--- src/hw/rtl/scpa_pkg.sv ---
// ----------------------------------------------------------------------------
// scpa_pkg
// Shared types and constants of the size-class pool allocator.
// ----------------------------------------------------------------------------
package scpa_pkg;

  localparam int POOL_BYTES      = 4096;
  localparam int ALIGN_BYTES     = 8;
  localparam int HEADER_BYTES    = 16;
  localparam int MAX_CLASS_BYTES = 256;
  localparam int CLASS_LIMIT     = 4;
  localparam int NREG            = 4;
  localparam int NCLS            = (CLASS_LIMIT < NREG) ? CLASS_LIMIT : NREG;
  localparam int GRANULES        = POOL_BYTES / ALIGN_BYTES;
  localparam int GRAN_W          = $clog2(GRANULES);
  localparam int ALIGN_SH        = $clog2(ALIGN_BYTES);
  localparam int POOL_SH         = $clog2(POOL_BYTES);
  localparam int HDR_W           = 3 + GRAN_W + 1;
  localparam int PCT_FULL        = 100;
  localparam int USED_MAX        = 8191;
  localparam logic [2:0] TAG_NONE = 3'd7;

  localparam logic [1:0] FN_ALLOC = 2'd0;
  localparam logic [1:0] FN_FREE  = 2'd1;
  localparam logic [1:0] FN_CARVE = 2'd2;
  localparam logic [1:0] FN_RSVD  = 2'd3;

  localparam logic [2:0] ST_OK      = 3'd0;
  localparam logic [2:0] ST_BIG     = 3'd1;
  localparam logic [2:0] ST_NOCLS   = 3'd2;
  localparam logic [2:0] ST_OOM     = 3'd3;
  localparam logic [2:0] ST_NULL    = 3'd4;
  localparam logic [2:0] ST_INVALID = 3'd5;
  localparam logic [2:0] ST_CORRUPT = 3'd6;
  localparam logic [2:0] ST_SHARES  = 3'd7;

  typedef struct packed {
    logic [1:0]  func;
    logic [11:0] req_bytes;
    logic [11:0] user_offset;
  } in_item_t;

  typedef struct packed {
    logic [2:0]  status;
    logic [11:0] block_offset;
    logic [1:0]  class_used;
    logic [12:0] used_bytes;
  } out_item_t;

  typedef enum logic [2:0] {
    S_INIT_CLR, S_IDLE, S_DEC, S_MEM, S_CARVE_CLR, S_CARVE, S_RESP
  } state_t;

  typedef struct packed {
    logic load_in;
    logic dec;
    logic carve_init;
    logic clr_step;
    logic commit;
    logic carve_step;
    logic resp;
  } cmd_t;

  typedef struct packed {
    logic clr_last;
    logic dec_mem;
    logic dec_carve;
    logic carve_done;
    logic out_free;
  } sts_t;

endpackage

--- src/hw/rtl/scpa_ctrl.sv ---
// ----------------------------------------------------------------------------
// scpa_ctrl
// Sequencer: clearing pass, decode, header access, carve walk, response.
// ----------------------------------------------------------------------------
module scpa_ctrl (
  input  logic          clk,
  input  logic          rst_n,
  input  logic          in_fire,
  input  scpa_pkg::sts_t sts,
  output scpa_pkg::cmd_t cmd,
  output logic          in_ready
);
  import scpa_pkg::*;

  state_t state_r, state_nxt;

  always_ff @(posedge clk) begin
    if (!rst_n) begin
      state_r <= S_INIT_CLR;
    end else begin
      state_r <= state_nxt;
    end
  end

  always_comb begin
    state_nxt = state_r;
    unique case (state_r)
      S_INIT_CLR:  if (sts.clr_last) state_nxt = S_IDLE;
      S_IDLE:      if (in_fire) state_nxt = S_DEC;
      S_DEC: begin
        if (sts.dec_carve) state_nxt = S_CARVE_CLR;
        else if (sts.dec_mem) state_nxt = S_MEM;
        else state_nxt = S_RESP;
      end
      S_MEM:       state_nxt = S_RESP;
      S_CARVE_CLR: if (sts.clr_last) state_nxt = S_CARVE;
      S_CARVE:     if (sts.carve_done) state_nxt = S_RESP;
      S_RESP:      if (sts.out_free) state_nxt = S_IDLE;
      default:     state_nxt = S_INIT_CLR;
    endcase
  end

  always_comb begin
    cmd            = '0;
    cmd.load_in    = (state_r == S_IDLE) && in_fire;
    cmd.dec        = (state_r == S_DEC);
    cmd.carve_init = (state_r == S_DEC) && sts.dec_carve;
    cmd.clr_step   = (state_r == S_INIT_CLR) || (state_r == S_CARVE_CLR);
    cmd.commit     = (state_r == S_MEM);
    cmd.carve_step = (state_r == S_CARVE);
    cmd.resp       = (state_r == S_RESP) && sts.out_free;
  end

  assign in_ready = (state_r == S_IDLE);

endmodule

--- config.mk ---
export PLATFORM = sky130hd
export DESIGN_NAME = scpa_ctrl
export DESIGN_NICKNAME = d
export VERILOG_FILES = /design/src/hw/rtl/scpa_pkg.sv /design/src/hw/rtl/scpa_ctrl.sv
export SDC_FILE = /design/constraint.sdc
export NUM_CORES = 1
export LEC_CHECK = 0
export BUFFER_PORTS_ARGS = -buffer_cell sky130_fd_sc_hd__buf_2
export CAP_MARGIN = 20
export CORE_AREA = 2 2 39 41
export CTS_BUF_LIST = sky130_fd_sc_hd__clkbuf_8
export DETAILED_ROUTE_END_ITERATION = 10
export DIE_AREA = 0 0 41 43
export HOLD_SLACK_MARGIN = 0.1
export PLACE_DENSITY = 0.49
export SETUP_SLACK_MARGIN = 0.2
export SYNTH_ARGS = -nofsm -noshare
export SYNTH_HDL_FRONTEND = slang
export SYNTH_SLANG_ARGS = --single-unit
export TNS_END_PERCENT = 1
--- constraint.sdc ---
create_clock -name clk -period 1.3 [get_ports clk]
set_input_delay 0.195 -clock clk [delete_from_list [all_inputs] [get_ports clk]]
set_output_delay 0.195 -clock clk [all_outputs]
set_load 0.005 [all_outputs]
Word level (Yosys, flattened, before mapping)
Index checks and enable logic that the tools add are counted.
W data, S select, Z words.
{ "classes": {"n_eq_ne": 11, "mux": 8, "n_reduce_logical": 6} }
{ "op_table": {"columns": ["operator", "n"], "rows": [
  ["$mux W3", 7],
  ["$pmux W3 S7", 1],
  ["$ne A2 B2 Y1 const B", 5],
  ["$eq A3 B3 Y1 const B", 3],
  ["$eq A3 B2 Y1 const B", 2],
  ["$reduce_and A5 Y1", 1],
  ["$eq A3 B1 Y1 const B", 1],
  ["$logic_and A1 B1 Y1", 3],
  ["$logic_not A3 Y1", 1],
  ["$logic_or A1 B1 Y1", 1]
]} }
{ "totals": {"register_bits": 3, "elab_cells": 26} }

Logic depth before layout (Yosys ltp)
Gate-level depths: netlist of run 1.
{ "logic_depth": {"ltp_word": 3, "mapped_depth": 4, "mapped_depth_nobuf": 3} }

Worst setup path before layout of run 1
No wires, ideal clock.
{ "synth_path": {"kind": "reg2reg", "startpoint": "reg state_r[2]", "endpoint": "reg state_r[0]", "arrival_ps": 970, "required_time_ps": 1179, "path_slack_ps": 210, "stages_incl_launch_ff": 5, "path_buffers": 1, "path_cell_list": "dfxtp_1 > buf_6 > or3b_1 > a21oi_1 > o31ai_1"} }
{ "synth_via": {"elab_chain_len": 3, "word_cells_on_any_way": 14} }
{ "synth_rtl": {"columns": ["element", "line", "source"], "rows": [
  ["start, declared", "scpa_ctrl.sv:15", "state_t state_r, state_nxt;"],
  ["start signal, assigned", "scpa_ctrl.sv:21", "state_r <= state_nxt;"],
  ["$eq A3 B3 Y1 (tied with other cells)", "scpa_ctrl.sv:27", "unique case (state_r)"],
  ["$ne A2 B2 Y1 (no line)", null, null],
  ["$reduce_and A5 Y1 (no line)", null, null]
]} }
Parallel ways exist; a longest one is shown, timed or not.
A chain may end at the register's enable or synchronous reset.

==> flow_metrics.env, run 1 <==
export IMPL_pin_count=16
export IMPL_numCtsBuffers=3
export IMPL_critPathKind="reg -> out"
export IMPL_die_width_um=41
export IMPL_core_mm2=0.00138
export IMPL_stdcell_count=69
export IMPL_grt_pass1_vias=246
export IMPL_syn_inst=35
export IMPL_place_ws_ps=180
export IMPL_rsz0062_at_grt="yes"
export IMPL_dp_cells=65
export IMPL_ir_worst_vdd_mv=0.386
export IMPL_grt_pass1_wl_um=979
export IMPL_yosys_cell_types_count=22
export IMPL_grt_usage_pct=8.52
export IMPL_p_seq_share_pct=24.3
export IMPL_avgSynthCellArea_um2=7.29
export IMPL_setup_violations_final=0
export IMPL_cts_setup_buffers=0
export IMPL_cts_max_level=1
export IMPL_max_cap_violations=0
export IMPL_nNetsFinal=62
export IMPL_p_clk_share_pct=46.0
export IMPL_fin_ws_ps=106
export IMPL_comb_power_share_pct=29.7
export IMPL_tns_ps=0
export IMPL_ys_ff_latch=3
export IMPL_holdWs_ps=281
export IMPL_start_util_pct=18.4
export IMPL_finalCriticalPeriod_ps=1190
export IMPL_status="completed"
export IMPL_die_height_um=43
export IMPL_cp_arrival_ps=1000
export IMPL_p_switching_uw=160
export IMPL_cp_max_fo=6
export IMPL_maxSlewViolCount=0
export IMPL_relSlewSlack_pct=81.2
export IMPL_ys_seq_area_share_pct=23.5
export IMPL_cts_hold_buffers=0
export IMPL_die_area_mm2=0.00176
export IMPL_antenna_found_initial=0
export IMPL_largest_register="state_r"
export IMPL_period_share_pct=91.8
export IMPL_first_iter_violations=5
export IMPL_netlist_area_um2=255
export IMPL_area_delta_synth_final_pct=63.7
export IMPL_globalplace_congestion=0.783
export IMPL_clkSlewWorstSetupHoldPaths_ps=30
export IMPL_top_regs="state_r x3"
export IMPL_tightest_slew_ps=279
export IMPL_finalWirelength_um=661
export IMPL_avgRoutedWirePerCell_um=9.58
export IMPL_viasPerCell=4.17
export IMPL_cts_root_buf="clkbuf_8"
export IMPL_cts_sinks=3
export IMPL_cts_tree="built"
export IMPL_p_per_area_mw_per_mm2=1340
export IMPL_grt_max_degree=9
export IMPL_clk_latency_ps=210
export IMPL_switching_share_pct=28.5
export IMPL_fin_skew_ps=1.30
export IMPL_via_count=288
export IMPL_startpoint_type="flip-flop"
export IMPL_end_kind="output port"
export IMPL_p_int_uw=402
export IMPL_clockBufferDepth=2
export IMPL_largest_reg_flops=3
export IMPL_antennaDiodeCount=0
export IMPL_crit_required_ps=1110
export IMPL_fp_row_count=14
export IMPL_firstDrtPassIters=2
export IMPL_overflow=0
export IMPL_p_leak_nw=0.198
export IMPL_syn_num_nets=43
export IMPL_antenna_left=0
export IMPL_fillers=153
export IMPL_hold_viol_final=0
export IMPL_drive_above_1_share_pct=54.7
export IMPL_synthesis_yosys_warnings=0
export IMPL_hold_path_class="in -> reg"
export IMPL_portBuffers=15
export IMPL_dp_hpwl_um=511
export IMPL_route_detailed_drc=0
export IMPL_max_freq_mhz=838
## Yosys cell counts
master / count / area (um^2)
or2_2: 1 / 6.26
nand2b_1: 1 / 6.26
o21bai_1: 1 / 7.51
nand4b_1: 1 / 8.76
o31ai_1: 1 / 7.51
nor3b_1: 3 / 22.5
dfxtp_1: 3 / 60.1
nand2_1: 1 / 3.75
o211ai_1: 1 / 7.51
mux2i_1: 1 / 10.0
or3b_1: 2 / 17.5
inv_1: 1 / 3.75
nor3_1: 1 / 5.00
nor2_1: 7 / 26.3
and2_1: 1 / 6.26
buf_4: 1 / 7.51
buf_6: 1 / 11.3
o21ai_0: 1 / 5.00
buf_2: 1 / 5.00
inv_2: 1 / 3.75
nand2b_2: 1 / 8.76
a21oi_1: 3 / 15.0
## worst max-delay path: stages, from the launching register on
cell and delay [ps]:
dfxtp_4 360, nor3_2 190, and2_1 140, buf_2 100
## final timing paths
kind	startpoint	endpoint	slack, ps	cells past startpoint
setup / recovery	state_r[1]	cmd[6]	110	3
hold / removal	rst_n	state_r[0]	280	3
setup reg to reg	state_r[2]	state_r[0]	220	3
hold reg to reg	state_r[2]	state_r[2]	550	2
## cells by family (layout without fill, tap and decap cells)
kind of cell	after synthesis	after routing	share of synthesized area (%)
and+or+nand+nor	19	19	43.6
buffers and inverters	5	23	12.3
muxes	1	1	3.92
AOI/OAI and AO/OA	7	7	16.7
DFF	3	3	23.5
## power by group through the flow
stage | registers, mW | clock network, mW | logic [mW]
final | 0.136 | 0.259 | 0.167
after global routing | 0.141 | 0.281 | 0.188
after CTS | 0.136 | 0.266 | 0.166
after detailed placement | 0.132 | 0 | 0.158
after global placement | 0.132 | 0 | 0.161
after floorplan | 0.111 | 0 | 0.124
## per-layer routing
| metal | global-route usage [%] | share of wire, % | vias up |
|---|---|---|---|
| met5 | 0 | 0 | - |
| met4 | 8.00 | 0 | 0 |
| met3 | 1.57 | 9.5 | 0 |
| met2 | 9.06 | 40 | 13 |
| met1 | 13.1 | 50 | 120 |
| li1 | - | - | 155 |
## layout make-up
type | count | area (um^2) | area share (%)
inverters | 2 | 7.51 | 1.80
well taps | 16 | 20.0 | 4.79
clock buffers | 3 | 41.3 | 9.88
clock inverters | 1 | 3.75 | 0.898
flip-flops and latches | 3 | 71.3 | 17.1
multi-input cells | 27 | 184 | 44.0
repair buffers | 17 | 90.1 | 21.6
## timing repair
action,in CTS,in global routing
gates cloned,0,0
gates resized for setup,9,1
endpoints found under the setup margin,9,9
pin swaps,1,0
## cells in the final DEF, fill, tap and decap left out, types with 2 or more instances in the layout
master    count
nor3b_2       2
clkbuf_8      3
buf_2        15
or3b_1        2
dfxtp_4       3
nor2_1        7
a21oi_1       3
inv_1         2
buf_4         2
## through the flow
stage / power, mW / utilization [%] / cell area [um^2]
finish: 0.562 / 30.2 / 418
global route: 0.610 / 30.2 / 418
CTS: 0.568 / 29.8 / 413
detailed placement: 0.290 / 24.7 / 342
global placement: 0.292 / 24.7 / 342
floorplan: 0.234 / - / 255
Note: power is estimated with default switching activity, not from simulation.
==> run 2, diff against run 1 <==
ABC_AREA = 1   (was unset)
PLACE_DENSITY = 0.6   (was 0.49)
REMOVE_ABC_BUFFERS = 1   (was unset)
==> run 2 against run 1 <==
Area after synthesis is 50% higher; combinational power grew to 5.2 times the previous value; largest cell class unchanged; fmax is 1.2% higher; largest power group is now combinational cells.
==> flow_metrics.env, run 2 <==
export IMPL_status="completed"
export IMPL_hold_viol_final=0
export IMPL_rsz0062_at_grt="yes"
export IMPL_grt_max_degree=9
export IMPL_numCtsBuffers=3
export IMPL_p_per_area_mw_per_mm2=2470
export IMPL_dp_hpwl_um=684
export IMPL_grt_pass1_vias=377
export IMPL_nNetsFinal=92
export IMPL_largest_reg_flops=3
export IMPL_clkSlewWorstSetupHoldPaths_ps=30
export IMPL_hold_path_class="in -> reg"
export IMPL_startpoint_type="flip-flop"
export IMPL_die_height_um=43
export IMPL_cts_root_buf="clkbuf_8"
export IMPL_via_count=428
export IMPL_fin_ws_ps=121
export IMPL_relSlewSlack_pct=89.9
export IMPL_cts_tree="built"
export IMPL_synthMostInstantiatedCell="inv_1"
export IMPL_largest_register="state_r"
export IMPL_avgSynthCellArea_um2=6.08
export IMPL_synthesis_yosys_warnings=0
export IMPL_critPathKind="reg -> out"
export IMPL_viasPerCell=4.32
export IMPL_fp_row_count=14
export IMPL_ys_flop_type="dfxtp_1"
export IMPL_globalplace_congestion=0.764
export IMPL_crit_required_ps=1110
export IMPL_synth_top_area_share_pct=15.7
export IMPL_die_area_mm2=0.00176
export IMPL_place_area_um2=470
export IMPL_regToRegSetupSlack_ps=220
export IMPL_route_detailed_drc=0
export IMPL_syn_inst=63
export IMPL_maxSlewViolCount=0
export IMPL_reg2reg_depth=8
export IMPL_fin_skew_ps=5.32
export IMPL_portBuffers=15
export IMPL_fin_util_pct=41.2
export IMPL_ir_worst_vdd_mv=0.961
export IMPL_cts_max_level=1
export IMPL_overflow=0
export IMPL_min_path_cells=3
export IMPL_slowest_delay_ps=340
export IMPL_grt_pass1_wl_um=1560
export IMPL_start_util_pct=27.7
export IMPL_max_freq_mhz=848
export IMPL_top_regs="state_r x3"
export IMPL_fillers=153
export IMPL_die_width_um=41
export IMPL_p_leak_nw=0.325
export IMPL_cts_hold_buffers=0
export IMPL_antenna_left=0
export IMPL_synth_common_cells="inv_1, nand2_1, nor2_1"
export IMPL_clk_latency_ps=220
export IMPL_cp_max_fo=5
export IMPL_setup_violations_final=0
export IMPL_ys_seq_area_share_pct=15.7
export IMPL_core_mm2=0.00138
export IMPL_tns_ps=0
export IMPL_worstPathCellList="buf_6 -> nor3_4 -> buf_2"
export IMPL_antennaDiodeCount=0
export IMPL_async_flop_share_pct=0
export IMPL_finalCriticalPeriod_ps=1180
export IMPL_pin_count=16
export IMPL_synth_largest_area_cell="dfxtp_1"
export IMPL_final_common_cell="buf_2"
export IMPL_drive_above_1_share_pct=54.2
export IMPL_period_share_pct=90.7
export IMPL_place_ws_ps=136
export IMPL_clockBufferDepth=2
export IMPL_end_kind="output port"
export IMPL_grt_usage_pct=13.7
export IMPL_finalWirelength_um=931
export IMPL_antenna_found_initial=0
export IMPL_cts_sinks=3
export IMPL_ys_ff_latch=3
export IMPL_yosys_cell_types_count=17
export IMPL_path_buf_inv=2
export IMPL_synth_edf_count=0
export IMPL_slowest_stage="dfxtp_4"
export IMPL_crit_family="flip-flops"
export IMPL_area_delta_synth_final_pct=49.0
export IMPL_synth_area_leaders="dfxtp_1, inv_1, nand2_1"
export IMPL_firstDrtPassIters=4
export IMPL_cp_arrival_ps=980
export IMPL_p_total_mw=1.41
export IMPL_max_cap_violations=0
export IMPL_first_iter_violations=12
export IMPL_path_depth=3
export IMPL_avgRoutedWirePerCell_um=9.40
export IMPL_netlist_area_um2=383
export IMPL_most_common_layout_cells="buf_2, inv_1, nand2_1, nor2_1, nand2_2"
export IMPL_stdcell_area_um2=571
export IMPL_tightest_slew_ps=151
==> run 2: cell count changes after synthesis, sizes merged, moves of 2 or more <==
cell | before | now
nor3b | 3 | 0
or3b | 2 | 0
nand2b | 2 | 0
nor2 | 7 | 15
nand2 | 1 | 16
nand3 | 0 | 6
inv | 2 | 14
==> run 2: final timing paths <==
path / from / endpoint
max: state_r[0] / cmd[4]
min: rst_n / state_r[2]
max reg2reg: state_r[2] / state_r[1]
min reg2reg: state_r[2] / state_r[2]
==> run 2: worst register-to-register path: stages (launching register included) <==
cell,delay (ps)
dfxtp_4,380
inv_4,60
buf_4,130
nand3_2,60
nand2_2,60
nor2_4,120
nand2_1,60
nand2_1,70
nor2_2,30
==> run 2: through the flow <==
step | instances | hold slack [ps]
after floorplan | 61 | 317
after global placement | 94 | 456
after detailed placement | 94 | 455
after CTS | 99 | 222
after global routing | 99 | 242
final | 99 | 225
==> run 2: power by group <==
part,internal (mW),switching (mW),leakage [nW]
Clock,0.202,0.0723,0.0269
Combinational,0.375,0.492,0.272
Sequential,0.168,0.102,0.0267
==> run 2: area by class of cell <==
cell class	instances	area, um^2	share of cell area (%)
clock buffer	3	41.3	7.24
sequential	3	71.3	12.5
inverter	15	58.8	10.3
timing repair buffer	18	105	18.4
clock inverter	1	3.75	0.658
multi-input combinational	43	270	47.4
tap	16	20.0	3.51
==> run 2: cells by family after synthesis <==
logic type | Yosys count | synth area share (%)
simple gates | 39 | 56.2
buf+inv | 17 | 20.6
compound gates | 4 | 7.52
flops | 3 | 15.7
==> run 2: per-layer routing <==
layer	up-vias	part of all wire [%]	global-route usage, %
li1	231	-	-
met1	180	40	14.5
met2	14	51	20.9
met3	3	5.8	3.14
met4	0	3.0	12.0
met5	-	0	0
==> run 2: timing repair <==
action	in CTS	in global routing
gates resized for setup	11	4
buffers inserted	1	0
gates cloned	0	0
endpoints found under the setup margin	11	11
